[src/hdl/throttle_ramp_sequencer_defines.svh]
// Assertion macros used by throttle_ramp_sequencer.sv.
`ifndef THROTTLE_RAMP_SEQUENCER_DEFINES_SVH
`define THROTTLE_RAMP_SEQUENCER_DEFINES_SVH

// Same-cycle implication, sampled on clk_i, off while rst_ni is low.
`define TRS_ASSERT_SAME(lbl, ante, cons, msg) \
  lbl: assert property (@(posedge clk_i) disable iff (!rst_ni) (ante) |-> (cons)) \
    else $error(msg);

// Next-cycle implication.
`define TRS_ASSERT_NEXT(lbl, ante, cons, msg) \
  lbl: assert property (@(posedge clk_i) disable iff (!rst_ni) (ante) |=> (cons)) \
    else $error(msg);

`endif

[src/hdl/trs_pkg.sv]
package trs_pkg;

  localparam int unsigned POSITION_COUNT = 100;

  localparam int unsigned POS_W  = 7;
  localparam int unsigned DATA_W = 16;
  localparam int unsigned UPC_W  = 6;

  // Command codes
  localparam logic [2:0] CMD_TICK   = 3'd0;
  localparam logic [2:0] CMD_RAMP   = 3'd1;
  localparam logic [2:0] CMD_STEP   = 3'd2;
  localparam logic [2:0] CMD_WAIT   = 3'd3;
  localparam logic [2:0] CMD_REPORT = 3'd4;

  // Status codes
  localparam logic [1:0] ST_OK     = 2'd0;
  localparam logic [1:0] ST_BOUNDS = 2'd1;
  localparam logic [1:0] ST_TIME   = 2'd2;
  localparam logic [1:0] ST_BUSY   = 2'd3;

  typedef enum logic [4:0] {
    U_NOP,
    U_FETCH,
    U_REPORT,
    U_ST_BUSY,
    U_SET_DONE,
    U_RAMP_INIT,
    U_DIV_START,
    U_RAMP_GO,
    U_SET_POS,
    U_ST_BOUNDS,
    U_ST_TIME,
    U_POS_STEP,
    U_WAIT_INIT,
    U_SE_INC,
    U_RAMP_MOVE,
    U_FINISH,
    U_WAIT_INC,
    U_EMIT
  } uop_e;

  typedef enum logic [4:0] {
    C_NEVER,
    C_ALWAYS,
    C_NO_ITEM,
    C_IS_TICK,
    C_IS_UNK,
    C_BUSY,
    C_IS_RAMP,
    C_IS_STEP,
    C_IS_WAIT,
    C_ARG_OOR,
    C_NO_TIME,
    C_TIME_BAD,
    C_ARG_AT_POS,
    C_DIV_BUSY,
    C_MODE_RAMP,
    C_MODE_WAIT,
    C_NOT_DUE,
    C_STEPS_LEFT,
    C_STEP_OOR,
    C_WAIT_RUN,
    C_OUT_FULL
  } cond_e;

  typedef struct packed {
    uop_e             uop;
    cond_e            cond;
    logic [UPC_W-1:0] target;
  } ctrl_word_t;

  typedef struct packed {
    logic no_item;
    logic is_tick;
    logic is_unk;
    logic busy;
    logic is_ramp;
    logic is_step;
    logic is_wait;
    logic arg_oor;
    logic no_time;
    logic time_bad;
    logic arg_at_pos;
    logic div_busy;
    logic mode_ramp;
    logic mode_wait;
    logic not_due;
    logic steps_left;
    logic step_oor;
    logic wait_run;
    logic out_full;
  } trs_flags_t;

  // Program entry points
  localparam logic [UPC_W-1:0] A_FETCH    = 6'd0;
  localparam logic [UPC_W-1:0] A_REJ      = 6'd8;
  localparam logic [UPC_W-1:0] A_RAMP     = 6'd9;
  localparam logic [UPC_W-1:0] A_DIV_WAIT = 6'd14;
  localparam logic [UPC_W-1:0] A_SETNOW   = 6'd16;
  localparam logic [UPC_W-1:0] A_ERR_BND  = 6'd17;
  localparam logic [UPC_W-1:0] A_ERR_TIME = 6'd18;
  localparam logic [UPC_W-1:0] A_STEP     = 6'd19;
  localparam logic [UPC_W-1:0] A_WAIT     = 6'd21;
  localparam logic [UPC_W-1:0] A_TICK     = 6'd23;
  localparam logic [UPC_W-1:0] A_TRAMP    = 6'd26;
  localparam logic [UPC_W-1:0] A_TR_CHK   = 6'd29;
  localparam logic [UPC_W-1:0] A_TWAIT    = 6'd31;
  localparam logic [UPC_W-1:0] A_EMIT     = 6'd34;

  function automatic ctrl_word_t mk_cw(input uop_e u, input cond_e c,
                                       input logic [UPC_W-1:0] t);
    ctrl_word_t w;
    w.uop    = u;
    w.cond   = c;
    w.target = t;
    return w;
  endfunction

  // Microprogram: jump to target when the condition holds, else fall through.
  function automatic ctrl_word_t ucode_rom(input logic [UPC_W-1:0] addr);
    ctrl_word_t w;
    unique case (addr)
      6'd0:  w = mk_cw(U_FETCH,     C_NO_ITEM,    A_FETCH);
      6'd1:  w = mk_cw(U_NOP,       C_IS_TICK,    A_TICK);
      6'd2:  w = mk_cw(U_NOP,       C_IS_UNK,     A_EMIT);
      6'd3:  w = mk_cw(U_NOP,       C_BUSY,       A_REJ);
      6'd4:  w = mk_cw(U_NOP,       C_IS_RAMP,    A_RAMP);
      6'd5:  w = mk_cw(U_NOP,       C_IS_STEP,    A_STEP);
      6'd6:  w = mk_cw(U_NOP,       C_IS_WAIT,    A_WAIT);
      6'd7:  w = mk_cw(U_REPORT,    C_ALWAYS,     A_EMIT);
      6'd8:  w = mk_cw(U_ST_BUSY,   C_ALWAYS,     A_EMIT);
      6'd9:  w = mk_cw(U_SET_DONE,  C_ARG_OOR,    A_ERR_BND);
      6'd10: w = mk_cw(U_NOP,       C_NO_TIME,    A_SETNOW);
      6'd11: w = mk_cw(U_NOP,       C_TIME_BAD,   A_ERR_TIME);
      6'd12: w = mk_cw(U_RAMP_INIT, C_ARG_AT_POS, A_EMIT);
      6'd13: w = mk_cw(U_DIV_START, C_NEVER,      A_FETCH);
      6'd14: w = mk_cw(U_NOP,       C_DIV_BUSY,   A_DIV_WAIT);
      6'd15: w = mk_cw(U_RAMP_GO,   C_ALWAYS,     A_EMIT);
      6'd16: w = mk_cw(U_SET_POS,   C_ALWAYS,     A_EMIT);
      6'd17: w = mk_cw(U_ST_BOUNDS, C_ALWAYS,     A_EMIT);
      6'd18: w = mk_cw(U_ST_TIME,   C_ALWAYS,     A_EMIT);
      6'd19: w = mk_cw(U_SET_DONE,  C_STEP_OOR,   A_ERR_BND);
      6'd20: w = mk_cw(U_POS_STEP,  C_ALWAYS,     A_EMIT);
      6'd21: w = mk_cw(U_NOP,       C_TIME_BAD,   A_ERR_TIME);
      6'd22: w = mk_cw(U_WAIT_INIT, C_ALWAYS,     A_EMIT);
      6'd23: w = mk_cw(U_NOP,       C_MODE_RAMP,  A_TRAMP);
      6'd24: w = mk_cw(U_NOP,       C_MODE_WAIT,  A_TWAIT);
      6'd25: w = mk_cw(U_NOP,       C_ALWAYS,     A_EMIT);
      6'd26: w = mk_cw(U_SE_INC,    C_NEVER,      A_FETCH);
      6'd27: w = mk_cw(U_NOP,       C_NOT_DUE,    A_TR_CHK);
      6'd28: w = mk_cw(U_RAMP_MOVE, C_NEVER,      A_FETCH);
      6'd29: w = mk_cw(U_NOP,       C_STEPS_LEFT, A_EMIT);
      6'd30: w = mk_cw(U_FINISH,    C_ALWAYS,     A_EMIT);
      6'd31: w = mk_cw(U_WAIT_INC,  C_NEVER,      A_FETCH);
      6'd32: w = mk_cw(U_NOP,       C_WAIT_RUN,   A_EMIT);
      6'd33: w = mk_cw(U_FINISH,    C_ALWAYS,     A_EMIT);
      6'd34: w = mk_cw(U_EMIT,      C_OUT_FULL,   A_EMIT);
      6'd35: w = mk_cw(U_NOP,       C_ALWAYS,     A_FETCH);
      default: w = mk_cw(U_NOP,     C_ALWAYS,     A_FETCH);
    endcase
    return w;
  endfunction

endpackage

[src/hdl/trs_if.sv]
interface trs_in_if;
  logic               valid;
  logic               ready;
  logic [2:0]         cmd;
  logic signed [15:0] arg_value;
  logic signed [15:0] time_ms;
  logic               has_time;

  modport source (output valid, cmd, arg_value, time_ms, has_time, input ready);
  modport sink   (input valid, cmd, arg_value, time_ms, has_time, output ready);
endinterface

interface trs_out_if;
  logic       valid;
  logic       ready;
  logic [6:0] position;
  logic [1:0] status;
  logic       cmd_done;
  logic       report;

  modport source (output valid, position, status, cmd_done, report, input ready);
  modport sink   (input valid, position, status, cmd_done, report, output ready);
endinterface

[src/hdl/trs_divider.sv]
// Restoring divider, one quotient bit per cycle.
module trs_divider (
  input  logic        clk_i,
  input  logic        rst_ni,
  input  logic        start_i,
  input  logic [15:0] dividend_i,
  input  logic [6:0]  divisor_i,
  output logic        busy_o,
  output logic [15:0] quotient_o
);

  logic [4:0]  cnt_q, cnt_d;
  logic [15:0] dq_q, dq_d;
  logic [6:0]  rem_q, rem_d;
  logic [6:0]  dvs_q, dvs_d;
  logic [7:0]  rem_sh;
  logic        fits;

  assign rem_sh = {rem_q, dq_q[15]};
  assign fits   = rem_sh >= {1'b0, dvs_q};

  always_comb begin
    cnt_d = cnt_q;
    dq_d  = dq_q;
    rem_d = rem_q;
    dvs_d = dvs_q;
    if (start_i) begin
      cnt_d = 5'd16;
      dq_d  = dividend_i;
      rem_d = '0;
      dvs_d = divisor_i;
    end else if (cnt_q != '0) begin
      cnt_d = cnt_q - 5'd1;
      dq_d  = {dq_q[14:0], fits};
      rem_d = fits ? 7'(rem_sh - {1'b0, dvs_q}) : rem_sh[6:0];
    end
  end

  always_ff @(posedge clk_i or negedge rst_ni) begin
    if (!rst_ni) begin
      cnt_q <= '0;
    end else begin
      cnt_q <= cnt_d;
    end
  end

  always_ff @(posedge clk_i) begin
    dq_q  <= dq_d;
    rem_q <= rem_d;
    dvs_q <= dvs_d;
  end

  assign busy_o     = cnt_q != '0;
  assign quotient_o = dq_q;

endmodule

[src/hdl/trs_sequencer.sv]
// Step counter over the microprogram, with conditional jumps.
module trs_sequencer
  import trs_pkg::*;
(
  input  logic       clk_i,
  input  logic       rst_ni,
  input  trs_flags_t flags_i,
  output ctrl_word_t cw_o
);

  logic [UPC_W-1:0] upc_q, upc_d;
  ctrl_word_t       cw;
  logic             take;

  assign cw = ucode_rom(upc_q);

  always_comb begin
    unique case (cw.cond)
      C_NEVER:      take = 1'b0;
      C_ALWAYS:     take = 1'b1;
      C_NO_ITEM:    take = flags_i.no_item;
      C_IS_TICK:    take = flags_i.is_tick;
      C_IS_UNK:     take = flags_i.is_unk;
      C_BUSY:       take = flags_i.busy;
      C_IS_RAMP:    take = flags_i.is_ramp;
      C_IS_STEP:    take = flags_i.is_step;
      C_IS_WAIT:    take = flags_i.is_wait;
      C_ARG_OOR:    take = flags_i.arg_oor;
      C_NO_TIME:    take = flags_i.no_time;
      C_TIME_BAD:   take = flags_i.time_bad;
      C_ARG_AT_POS: take = flags_i.arg_at_pos;
      C_DIV_BUSY:   take = flags_i.div_busy;
      C_MODE_RAMP:  take = flags_i.mode_ramp;
      C_MODE_WAIT:  take = flags_i.mode_wait;
      C_NOT_DUE:    take = flags_i.not_due;
      C_STEPS_LEFT: take = flags_i.steps_left;
      C_STEP_OOR:   take = flags_i.step_oor;
      C_WAIT_RUN:   take = flags_i.wait_run;
      C_OUT_FULL:   take = flags_i.out_full;
      default:      take = 1'b1;
    endcase
    upc_d = take ? cw.target : upc_q + 6'd1;
  end

  always_ff @(posedge clk_i or negedge rst_ni) begin
    if (!rst_ni) begin
      upc_q <= A_FETCH;
    end else begin
      upc_q <= upc_d;
    end
  end

  assign cw_o = cw;

endmodule

[src/hdl/throttle_ramp_sequencer.sv]
// Channel  Dir  Word contents
// -------  ---  -----------------------------------------------
// in_i     in   cmd[2:0], arg_value[15:0] s, time_ms[15:0] s, has_time
// out_o    out  position[6:0], status[1:0], cmd_done, report
//
// One word in, one word out. A microprogram walks each word; a timed ramp also
// waits on the serial divider that forms the step interval.
// rst_ni is asynchronous and clears the sequencer and all ramp/wait state.
// A finished word sits in the output register; the next input word is taken
// meanwhile, and only the emit step waits on out_o.ready.
`include "throttle_ramp_sequencer_defines.svh"

module throttle_ramp_sequencer
  import trs_pkg::*;
(
  input  logic      clk_i,
  input  logic      rst_ni,
  trs_in_if.sink    in_i,
  trs_out_if.source out_o
);

  typedef enum logic [1:0] {
    MODE_IDLE,
    MODE_RAMP,
    MODE_WAIT
  } mode_e;

  ctrl_word_t cw;
  trs_flags_t flags;

  // Model state
  mode_e             mode_q, mode_d;
  logic [POS_W-1:0]  pos_now_q, pos_now_d;
  logic [POS_W-1:0]  goal_pos_q, goal_pos_d;
  logic [POS_W-1:0]  steps_left_q, steps_left_d;
  logic [DATA_W-1:0] step_interval_q, step_interval_d;
  logic [DATA_W-1:0] step_elapsed_q, step_elapsed_d;
  logic [DATA_W-1:0] wait_length_q, wait_length_d;
  logic [DATA_W-1:0] wait_elapsed_q, wait_elapsed_d;

  // Latched word and result under construction
  logic [2:0]        cmd_q, cmd_d;
  logic [DATA_W-1:0] arg_q, arg_d;
  logic [DATA_W-1:0] tms_q, tms_d;
  logic              has_time_q, has_time_d;
  logic [POS_W-1:0]  start_pos_q, start_pos_d;
  logic [1:0]        res_status_q, res_status_d;
  logic              res_done_q, res_done_d;
  logic              res_rep_q, res_rep_d;

  // Output register
  logic              out_valid_q, out_valid_d;
  logic [POS_W-1:0]  out_pos_q, out_pos_d;
  logic [1:0]        out_status_q, out_status_d;
  logic              out_done_q, out_done_d;
  logic              out_rep_q, out_rep_d;

  logic              in_fire;
  logic              out_full;
  logic              emit_fire;
  logic              div_start;
  logic              div_busy;
  logic [DATA_W-1:0] div_quo;
  logic [POS_W-1:0]  arg_pos;
  logic [POS_W-1:0]  ramp_dist;
  logic [16:0]       step_sum;
  logic              arg_oor, step_oor, time_bad, due;
  logic              ramp_at_fetch;

  trs_sequencer u_seq (
    .clk_i   (clk_i),
    .rst_ni  (rst_ni),
    .flags_i (flags),
    .cw_o    (cw)
  );

  trs_divider u_div (
    .clk_i      (clk_i),
    .rst_ni     (rst_ni),
    .start_i    (div_start),
    .dividend_i (tms_q),
    .divisor_i  (steps_left_q),
    .busy_o     (div_busy),
    .quotient_o (div_quo)
  );

  assign in_i.ready = (cw.uop == U_FETCH);
  assign in_fire    = in_i.valid && in_i.ready;
  assign out_full   = out_valid_q && !out_o.ready;
  assign emit_fire  = (cw.uop == U_EMIT) && !out_full;
  assign div_start  = (cw.uop == U_DIV_START);

  // Target must be 0..POSITION_COUNT-1; only then is arg_pos meaningful.
  assign arg_oor   = arg_q[15] || (arg_q[14:0] >= 15'(POSITION_COUNT));
  assign arg_pos   = arg_q[POS_W-1:0];
  assign ramp_dist = (arg_pos > pos_now_q) ? arg_pos - pos_now_q : pos_now_q - arg_pos;
  // Signed add of the delta, 17 bits so it cannot wrap.
  assign step_sum  = {10'd0, pos_now_q} + {arg_q[15], arg_q};
  assign step_oor  = step_sum[16] || (step_sum[15:0] >= 16'(POSITION_COUNT));
  assign time_bad  = tms_q[15] || (tms_q == '0);
  // A zero interval behaves as one: the compare is true on every tick.
  assign due       = (steps_left_q != '0) && (step_elapsed_q >= step_interval_q);
  // Between words a running ramp always has steps left.
  assign ramp_at_fetch = in_i.ready && (mode_q == MODE_RAMP);

  always_comb begin
    flags.no_item    = !in_i.valid;
    flags.is_tick    = cmd_q == CMD_TICK;
    flags.is_unk     = cmd_q > CMD_REPORT;
    flags.busy       = mode_q != MODE_IDLE;
    flags.is_ramp    = cmd_q == CMD_RAMP;
    flags.is_step    = cmd_q == CMD_STEP;
    flags.is_wait    = cmd_q == CMD_WAIT;
    flags.arg_oor    = arg_oor;
    flags.no_time    = !has_time_q;
    flags.time_bad   = time_bad;
    flags.arg_at_pos = arg_pos == pos_now_q;
    flags.div_busy   = div_busy;
    flags.mode_ramp  = mode_q == MODE_RAMP;
    flags.mode_wait  = mode_q == MODE_WAIT;
    flags.not_due    = !due;
    flags.steps_left = steps_left_q != '0;
    flags.step_oor   = step_oor;
    flags.wait_run   = wait_elapsed_q < wait_length_q;
    flags.out_full   = out_full;
  end

  // Datapath driven by the current control word.
  always_comb begin
    mode_d          = mode_q;
    pos_now_d       = pos_now_q;
    goal_pos_d      = goal_pos_q;
    steps_left_d    = steps_left_q;
    step_interval_d = step_interval_q;
    step_elapsed_d  = step_elapsed_q;
    wait_length_d   = wait_length_q;
    wait_elapsed_d  = wait_elapsed_q;
    cmd_d           = cmd_q;
    arg_d           = arg_q;
    tms_d           = tms_q;
    has_time_d      = has_time_q;
    start_pos_d     = start_pos_q;
    res_status_d    = res_status_q;
    res_done_d      = res_done_q;
    res_rep_d       = res_rep_q;

    unique case (cw.uop)
      U_FETCH: begin
        if (in_fire) begin
          cmd_d        = in_i.cmd;
          arg_d        = in_i.arg_value;
          tms_d        = in_i.time_ms;
          has_time_d   = in_i.has_time;
          start_pos_d  = pos_now_q;
          res_status_d = ST_OK;
          res_done_d   = 1'b0;
          res_rep_d    = 1'b0;
        end
      end
      U_REPORT: begin
        res_rep_d  = 1'b1;
        res_done_d = 1'b1;
      end
      U_ST_BUSY:  res_status_d = ST_BUSY;
      U_SET_DONE: res_done_d = 1'b1;
      U_RAMP_INIT: begin
        goal_pos_d   = arg_pos;
        steps_left_d = ramp_dist;
      end
      U_RAMP_GO: begin
        step_interval_d = div_quo;
        step_elapsed_d  = '0;
        mode_d          = MODE_RAMP;
        res_done_d      = 1'b0;
      end
      U_SET_POS: begin
        pos_now_d  = arg_pos;
        goal_pos_d = arg_pos;
      end
      U_ST_BOUNDS: begin
        res_status_d = ST_BOUNDS;
        res_done_d   = 1'b1;
      end
      U_ST_TIME: begin
        res_status_d = ST_TIME;
        res_done_d   = 1'b1;
      end
      U_POS_STEP: pos_now_d = step_sum[POS_W-1:0];
      U_WAIT_INIT: begin
        wait_length_d  = tms_q;
        wait_elapsed_d = '0;
        mode_d         = MODE_WAIT;
      end
      U_SE_INC: step_elapsed_d = step_elapsed_q + 16'd1;
      U_RAMP_MOVE: begin
        if (goal_pos_q > pos_now_q) begin
          pos_now_d = pos_now_q + 7'd1;
        end else if (pos_now_q != '0) begin
          pos_now_d = pos_now_q - 7'd1;
        end
        steps_left_d   = steps_left_q - 7'd1;
        step_elapsed_d = '0;
      end
      U_FINISH: begin
        res_done_d = 1'b1;
        mode_d     = MODE_IDLE;
      end
      U_WAIT_INC: begin
        if (wait_elapsed_q < wait_length_q) begin
          wait_elapsed_d = wait_elapsed_q + 16'd1;
        end
      end
      default: ;
    endcase
  end

  // Output register: loaded by the emit step, freed by the sink.
  always_comb begin
    out_valid_d  = out_valid_q;
    out_pos_d    = out_pos_q;
    out_status_d = out_status_q;
    out_done_d   = out_done_q;
    out_rep_d    = out_rep_q;
    if (emit_fire) begin
      out_valid_d  = 1'b1;
      out_pos_d    = pos_now_q;
      out_status_d = res_status_q;
      out_done_d   = res_done_q;
      out_rep_d    = res_rep_q || (pos_now_q != start_pos_q);
    end else if (out_o.ready) begin
      out_valid_d = 1'b0;
    end
  end

  always_ff @(posedge clk_i or negedge rst_ni) begin
    if (!rst_ni) begin
      mode_q          <= MODE_IDLE;
      pos_now_q       <= '0;
      goal_pos_q      <= '0;
      steps_left_q    <= '0;
      step_interval_q <= '0;
      step_elapsed_q  <= '0;
      wait_length_q   <= '0;
      wait_elapsed_q  <= '0;
      out_valid_q     <= 1'b0;
    end else begin
      mode_q          <= mode_d;
      pos_now_q       <= pos_now_d;
      goal_pos_q      <= goal_pos_d;
      steps_left_q    <= steps_left_d;
      step_interval_q <= step_interval_d;
      step_elapsed_q  <= step_elapsed_d;
      wait_length_q   <= wait_length_d;
      wait_elapsed_q  <= wait_elapsed_d;
      out_valid_q     <= out_valid_d;
    end
  end

  always_ff @(posedge clk_i) begin
    cmd_q        <= cmd_d;
    arg_q        <= arg_d;
    tms_q        <= tms_d;
    has_time_q   <= has_time_d;
    start_pos_q  <= start_pos_d;
    res_status_q <= res_status_d;
    res_done_q   <= res_done_d;
    res_rep_q    <= res_rep_d;
    out_pos_q    <= out_pos_d;
    out_status_q <= out_status_d;
    out_done_q   <= out_done_d;
    out_rep_q    <= out_rep_d;
  end

  assign out_o.valid    = out_valid_q;
  assign out_o.position = out_pos_q;
  assign out_o.status   = out_status_q;
  assign out_o.cmd_done = out_done_q;
  assign out_o.report   = out_rep_q;

  `TRS_ASSERT_SAME(a_ramp_has_steps, ramp_at_fetch, steps_left_q != '0, "ramp with no steps")
  `TRS_ASSERT_SAME(a_pos_in_range, 1'b1, {1'b0, pos_now_q} < 8'(POSITION_COUNT), "position range")
  `TRS_ASSERT_SAME(a_busy_not_done, emit_fire && (res_status_q == ST_BUSY), !res_done_q, "busy done")
  `TRS_ASSERT_NEXT(a_div_runs, div_start, div_busy, "divider did not start")
  `TRS_ASSERT_SAME(a_wait_bound, mode_q == MODE_WAIT, wait_elapsed_q <= wait_length_q, "wait overrun")

endmodule

[src/flat_wrapper.sv]
// flat-port wrapper written by rule: the top's interface ports become plain ports
module throttle_ramp_sequencer_flat import trs_pkg::*;
  (clk_i, rst_ni, in_i_valid, in_i_cmd, in_i_arg_value, in_i_time_ms, in_i_has_time, in_i_ready, out_o_valid, out_o_position, out_o_status, out_o_cmd_done, out_o_report, out_o_ready);
  trs_in_if in_i_i ();
  trs_out_if out_o_i ();
  input  logic clk_i;
  input  logic rst_ni;
  input wire logic [$bits(in_i_i.valid)-1:0] in_i_valid;
  input wire logic [$bits(in_i_i.cmd)-1:0] in_i_cmd;
  input wire logic [$bits(in_i_i.arg_value)-1:0] in_i_arg_value;
  input wire logic [$bits(in_i_i.time_ms)-1:0] in_i_time_ms;
  input wire logic [$bits(in_i_i.has_time)-1:0] in_i_has_time;
  output wire logic [$bits(in_i_i.ready)-1:0] in_i_ready;
  output wire logic [$bits(out_o_i.valid)-1:0] out_o_valid;
  output wire logic [$bits(out_o_i.position)-1:0] out_o_position;
  output wire logic [$bits(out_o_i.status)-1:0] out_o_status;
  output wire logic [$bits(out_o_i.cmd_done)-1:0] out_o_cmd_done;
  output wire logic [$bits(out_o_i.report)-1:0] out_o_report;
  input wire logic [$bits(out_o_i.ready)-1:0] out_o_ready;
  assign in_i_i.valid = in_i_valid;
  assign in_i_i.cmd = in_i_cmd;
  assign in_i_i.arg_value = in_i_arg_value;
  assign in_i_i.time_ms = in_i_time_ms;
  assign in_i_i.has_time = in_i_has_time;
  assign in_i_ready = in_i_i.ready;
  assign out_o_valid = out_o_i.valid;
  assign out_o_position = out_o_i.position;
  assign out_o_status = out_o_i.status;
  assign out_o_cmd_done = out_o_i.cmd_done;
  assign out_o_report = out_o_i.report;
  assign out_o_i.ready = out_o_ready;
  throttle_ramp_sequencer u_core (.clk_i(clk_i), .rst_ni(rst_ni), .in_i(in_i_i), .out_o(out_o_i));
endmodule
[config.mk]
export PLATFORM = sky130hd
export DESIGN_NAME = throttle_ramp_sequencer_flat
export DESIGN_NICKNAME = d
export VERILOG_FILES = /design/src/hdl/trs_pkg.sv /design/src/hdl/trs_if.sv /design/src/hdl/trs_divider.sv /design/src/hdl/trs_sequencer.sv /design/src/hdl/throttle_ramp_sequencer.sv /design/src/flat_wrapper.sv
export VERILOG_INCLUDE_DIRS = /design/src /design/src/hdl
export SDC_FILE = /design/constraint.sdc
export NUM_CORES = 1
export LEC_CHECK = 0
export ABC_CLOCK_PERIOD_IN_PS = 4800
export BUFFER_PORTS_ARGS = -buffer_cell sky130_fd_sc_hd__buf_2
export CORE_MARGIN = 3
export CORE_UTILIZATION = 44
export CTS_CLUSTER_DIAMETER = 100
export DETAILED_ROUTE_END_ITERATION = 16
export GPL_ROUTABILITY_DRIVEN = 0
export PLACE_DENSITY_LB_ADDON = 0.15
export SETUP_SLACK_MARGIN = 0.15
export SYNTH_ARGS = -nofsm -noshare
export SYNTH_HDL_FRONTEND = slang
export SYNTH_SLANG_ARGS = --single-unit
export TNS_END_PERCENT = 30
[constraint.sdc]
create_clock -name clk_i -period 4.8 [get_ports clk_i]
set_input_delay 1.44 -clock clk_i [delete_from_list [all_inputs] [get_ports clk_i]]
set_output_delay 1.44 -clock clk_i [all_outputs]
set_load 0.1 [all_outputs]
# ---- Word-level counts from Yosys, hierarchy flattened
# Memories as Yosys holds them, arrays and structs flattened.
# Cells that the tools add are included.
dict set report totals {
  output_inout_bits 13
  memories 1
  reg_bits 187
  in_bits 40
  romBits 1024
}
# name depth word_bits rd rd_clocked_by_memory_dff wr line_no
set mem_list {}
lappend mem_list {{(name not given)} 64 16 1 0 0 trs_pkg.sv:123} ;# unique case (addr)
dict set report op_classes {
  n_mux 23
  n_addsub 11
  reduce_logical 39
  order_cmp 8
  n_eq_ne 46
}
# cell n
set op_table {}
lappend op_table {{== test 5 x 4 -> 1 bit, second input constant} 16}
lappend op_table {{case mux 16 bit (2 select lines)} 2}
lappend op_table {{2-to-1 mux 16 bit} 3}
lappend op_table {{== test 5 x 3 -> 1 bit, second input constant} 8}
lappend op_table {{== test 5 bit, second input constant} 7}
lappend op_table {{adder 16 x 1 -> 16 bit, second input constant} 2}
lappend op_table {{2-to-1 mux 7 bit} 4}
lappend op_table {{case mux 7 bit (3 select lines)} 1}
lappend op_table {{subtractor 7 bit} 3}
lappend op_table {{== test 5 x 2 -> 1 bit, second input constant} 4}
lappend op_table {{case mux 1 bit (20 select lines)} 1}
lappend op_table {{adder 8 x 16 -> 17 bit} 1}
lappend op_table {{>= comparator 16 bit} 1}
lappend op_table {{>= comparator 16 x 7 -> 1 bit, second input constant} 1}
lappend op_table {{zero test 16 bit} 1}
lappend op_table {{less-than comparator 16 bit} 1}
lappend op_table {{>= comparator 15 x 7 -> 1 bit, second input constant} 1}
lappend op_table {{greater-than comparator 7 bit} 2}
lappend op_table {{case mux 7 bit (2 select lines)} 1}
lappend op_table {{nonzero test 2 bit} 7}
lappend op_table {{nonzero test 7 bit} 2}
lappend op_table {{subtractor 7 x 1 -> 7 bit, second input constant} 2}
lappend op_table {{AND reduction 2 bit} 6}
lappend op_table {{2-to-1 mux 5 bit} 2}
lappend op_table {{31 further kinds} 48}

# ---- Longest topological paths before layout
dict set report logic_depth {
  ltp_word 5
  depth_mapped 18
  ltp_nobuf 18
}

# ---- Cells and area by module
# Synthesis repeated with hierarchy kept, for this count alone.
dict set report hier_totals {
  hier_cells 1188
  hier_area_um2 11706.2
}
# module cells_each area_per_inst_um2 instances
set by_module_without_submodules {}
lappend by_module_without_submodules {throttle_ramp_sequencer 840 8394.3 1}
lappend by_module_without_submodules {trs_divider 152 1855.5 1}
lappend by_module_without_submodules {trs_sequencer 196 1456.4 1}

# ---- Worst setup path before layout
# No wires, ideal clock.
dict set report synth_path {
  path_kind {reg2reg}
  startpoint {reg u_core.u_seq.upc_q[0]}
  endpoint {reg u_core.res_done_q (enable)}
  path_stages_with_launch 13
  arrival_ns 4.832
  slack_ns -0.326
  required_time_ns 4.506
  setup_time_ns 0.294
  synth_period_minus_slack_ns 5.126
  cell_sequence {dfrtp_1 > clkbuf_1 > inv_1 > ha_1 > and2_1 > o311ai_1 > nand2_1 > a2bb2oi_1 > nand2b_1 > nor2_1 > nand2_1 > inv_1 > or3_1}
}
dict set report synth_between {
  elab_chain_len 5
}
# item line_no
set synth_lines {}
lappend synth_lines {{from (decl)} trs_sequencer.sv:11} ;# logic [UPC_W-1:0] upc_q, upc_d;
lappend synth_lines {{from (signal assigned)} trs_sequencer.sv:49} ;# upc_q <= upc_d;
lappend synth_lines {{memory (64 x 16 bit) (*)} n/a}
lappend synth_lines {{== test 5 x 1 -> 1 bit (*)} throttle_ramp_sequencer.sv:87} ;# assign in_i.ready = (cw.uop == U_FETCH);
lappend synth_lines {{net in_i_ready} flat_wrapper.sv:13} ;# output wire logic [$bits(in_i_i.ready)-1:0] in_i_ready;
lappend synth_lines {{logical AND 1 bit} throttle_ramp_sequencer.sv:88} ;# assign in_fire = in_i.valid && in_i.ready;
lappend synth_lines {{inequality test 2 bit (no source line)} n/a}
lappend synth_lines {{AND reduction 2 bit (no source line) (*)} n/a}
lappend synth_lines {{to (signal assigned)} throttle_ramp_sequencer.sv:266} ;# res_done_q <= res_done_d;
lappend synth_lines {{to (decl)} throttle_ramp_sequencer.sv:48} ;# logic res_done_q, res_done_d;
# Mark *: on every way through the listed nets, which the timed path passes. The rest lies on a longest branch.
# A chain may end at the register's enable or synchronous reset.

# ---- Worst setup path in the final report
dict set report layout_path {
  startpoint {reg u_core.u_seq.upc_q[1]}
  endpoint {out in_i_ready}
}
dict set report layout_between {
  elab_chain_len 2
}
# item line_no
set layout_lines {}
lappend layout_lines {{memory (64 x 16 bit)} n/a}
lappend layout_lines {{== test 5 x 1 -> 1 bit} throttle_ramp_sequencer.sv:87}
lappend layout_lines {{to (decl)} flat_wrapper.sv:13}
# No other way between the ends.

==> impl_metrics.tcl <==
set metrics [dict create \
    initial_core_util 0.4515 \
    dpl.hpwl_um 18850 \
    synth_edf_count 81 \
    p_int_mw 4.835 \
    cts_tree "yes" \
    p_seq_frac 0.310 \
    cts_max_level 4 \
    grt_pass1_vias 8311 \
    drv_slew 0 \
    end_kind "primary output" \
    io_buffers 52 \
    worst_slew_pin_slew_ps 1173 \
    clockPowerShare 0.159 \
    timing.fmax_ghz 0.2248 \
    fin_setup_tns_ps 0 \
    setup_viol 0 \
    min_to "u_core.out_o.cmd_done" \
    placed_cells 1517 \
    reg2reg_to "u_core.u_seq.upc_q[4]" \
    skew_ps 19.63 \
    die_h_um 167.2 \
    clock_sinks 187 \
    path_class "reg2out" \
    n_antenna_cell 0 \
    drc 0 \
    r2r_slack_ps 780 \
    fin_crit_sh 0.9267 \
    start_kind "flip-flop" \
    power.switching_mw 3.817 \
    synth_seq_area_share 0.4416 \
    die_w_um 167.2 \
    antenna_found_initial 0 \
    clockBufferDepth 2 \
    max_cap_viol_count 0 \
    p_leak_nw 5.400 \
    syn-num-nets 1289 \
    ys_types 89 \
    routedWlPerCell_um 16.89 \
    grt_setup_unrepaired "no" \
    root_buffer "clkbuf_16" \
    clock_latency_ps 440 \
    drt_iter0_drc 629 \
    synth_ff_type "dfrtp_1" \
    first_pass_iters 7 \
    boundaryPins 53 \
    cts_buffers 17 \
    synth_area_leader_cell "dfrtp_1" \
    dpl_cell_area_um2 12050 \
    holdPathStages 0 \
    syn_area_um2 11430 \
    r2r-start "u_core.pos_now_q[1]" \
    hold_class "reg2reg" \
    synth_top_area_share 0.2167 \
    num_vias 8547 \
    drive_gt1_frac 0.1349 \
    synth.most_common_cell "nor2_1" \
    arrival_ps 3010 \
    syn_to_final_growth_pct 10.75 \
    status "completed" \
    slew_headroom 0.2181 \
    power_density_nw_per_um2 683.2 \
    yosysWarnings 0 \
    syn_inst 1155 \
    hold_path_startpoint "u_core.res_done_q" \
    required_ps 3360 \
    clk_pin_slew_worst_paths_ps 80 \
    routed_wl_um 26230 \
    grt_pass1_wl_um 43530 \
    synth_commonest_cells "102 x nor2_1, 100 x nand2_1, 99 x dfrtp_1" \
    swShare 0.4412 \
    core-area_um2 25330 \
    ff2ff_path_depth 11 \
    ys_seq_elements 187 \
    post-route-min-period_ps 4448 \
    core.rowCount 58 \
    hold_viol_final 0 \
    pwr-share-comb 0.531 \
    num-nets-final 1344 \
    crit_fanout 8 \
    syn_area_per_cell_um2 9.900 \
    finalInstanceArea_um2 12660 \
    instances_no_fill 1553 \
    vias_per_cell 5.504 \
    die_area_um2 27960 \
    detail-route-antenna-nets 0 \
    postSynth.asyncResetShare 0.5294 \
    grt_max_degree 71 \
    irDropWorstVdd_v 0.0003941 \
    synth_area_leaders "dfrtp_1 22%, edfxtp_1 21%, ha_1 9.7%" \
    grt_remaining_overflow 0 \
    grtUsageTotal 0.1895 \
]
cell families (layout without fill, tap and decap cells):
logic type	Yosys count	in the layout	share of synthesized area
buffers and inverters	122	190	0.04902
xor gates and xnor gates	55	55	0.04213
and+or+nand+nor	384	384	0.1660
DFF	187	187	0.4416
AOI/OAI and AO/OA	277	277	0.1602
muxes	36	36	0.03491
adders and majority gates	94	94	0.1061
layer usage:
| layer | up-vias | global-route usage | part of all wire | routed length [um] |
|---|---|---|---|---|
| li1 | 4269 | - | - | - |
| met1 | 4075 | 0.2737 | 0.49 | 12890 |
| met2 | 177 | 0.3010 | 0.46 | 12040 |
| met3 | 26 | 0.03234 | 0.038 | 988 |
| met4 | 0 | 0.04411 | 0.012 | 314 |
| met5 | - | 0 | 0 | 0 |
worst max-delay path by stage:
stage	from	endpoint	slack [ps]	cells after the start
6_report	u_core.u_seq.upc_q[1]	in_i_ready	350	9
5_1_grt	u_core.u_seq.upc_q[1]	in_i_ready	170	9
3_5_place_dp	u_core.u_seq.upc_q[1]	in_i_ready	630	8
3_3_place_gp	u_core.u_seq.upc_q[1]	in_i_ready	710	8
2_1_floorplan	u_core.u_seq.upc_q[0]	u_core.res_done_q	190	12
4_1_cts	u_core.u_seq.upc_q[1]	in_i_ready	260	9
layout by cell type, fill, tap and decap left out, drive strengths merged, types with 28 or more instances in the layout:
cell      n
a21oi    54
buf      78
dfrtp    99
edfxtp   81
ha       89
inv      86
nand2   100
nand3    30
nor2    102
nor3     30
o21ai    88
xor2     28
worst max-delay path: stages, from the launching register on:
cell and delay [ps]:
dfrtp_1 490, inv_1 170, ha_1 310, or2_2 300
a31oi_1 200, a31oi_2 110, a2bb2oi_2 250, nand2b_1 250
nor2_2 260, buf_12 210
sequential cells by signal (all words and copies together) (netlist names), 2 cells and up:
signal	flops
u_core.arg_q	16
u_core.cmd_q	3
u_core.goal_pos_q	7
u_core.mode_q	2
u_core.out_o.position	7
u_core.out_o.status	2
u_core.pos_now_q	7
u_core.res_status_q	2
u_core.start_pos_q	7
u_core.step_elapsed_q	16
u_core.step_interval_q	16
u_core.steps_left_q	7
u_core.tms_q	16
u_core.u_div.cnt_q	5
u_core.u_div.dvs_q	7
u_core.u_div.quotient_o	16
u_core.u_div.rem_q	7
u_core.u_seq.upc_q	6
u_core.wait_elapsed_q	16
u_core.wait_length_q	16
layout make-up:
class | count | area [um2]
tap | 330 | 412.9
timing repair buffer | 78 | 485.5
inverter | 80 | 300.3
sequential | 187 | 5050
clock inverter | 15 | 133.9
multi-input combinational | 846 | 5856
clock buffer | 17 | 425.4
fill | 2356 | 12660
repair_timing:
action                                 4_1_cts  5_1_grt
hold buffers                                 0        0
buffers inserted                             0        4
endpoints found under the hold margin        0        0
pin swaps                                    0        1
resized for setup                            2        3
setup endpoints to repair                    1        1
stage by stage:
| step | hold WS [ps] | utilization | total power, mW | setup slack, ps |
|---|---|---|---|---|
| after global routing | 412.7 | 0.5000 | 9.381 | 171.1 |
| after detailed placement | 404.5 | 0.4758 | 7.213 | 629.9 |
| final | 412.1 | 0.5000 | 8.652 | 351.8 |
| after CTS | 416.2 | 0.4982 | 8.634 | 259.6 |
| after global placement | 401.3 | 0.4758 | 7.145 | 714.3 |
| after floorplan | 400.3 | - | 6.176 | 193.3 |
power groups by stage:
stage | logic, mW | registers (mW) | clock network (mW)
3_3_place_gp | 4.44 | 2.71 | 0
3_5_place_dp | 4.50 | 2.71 | 0
4_1_cts | 4.54 | 2.68 | 1.41
6_report | 4.59 | 2.68 | 1.37
5_1_grt | 5.15 | 2.76 | 1.47
2_1_floorplan | 3.61 | 2.56 | 0
Power figures use the tool's default switching activity.
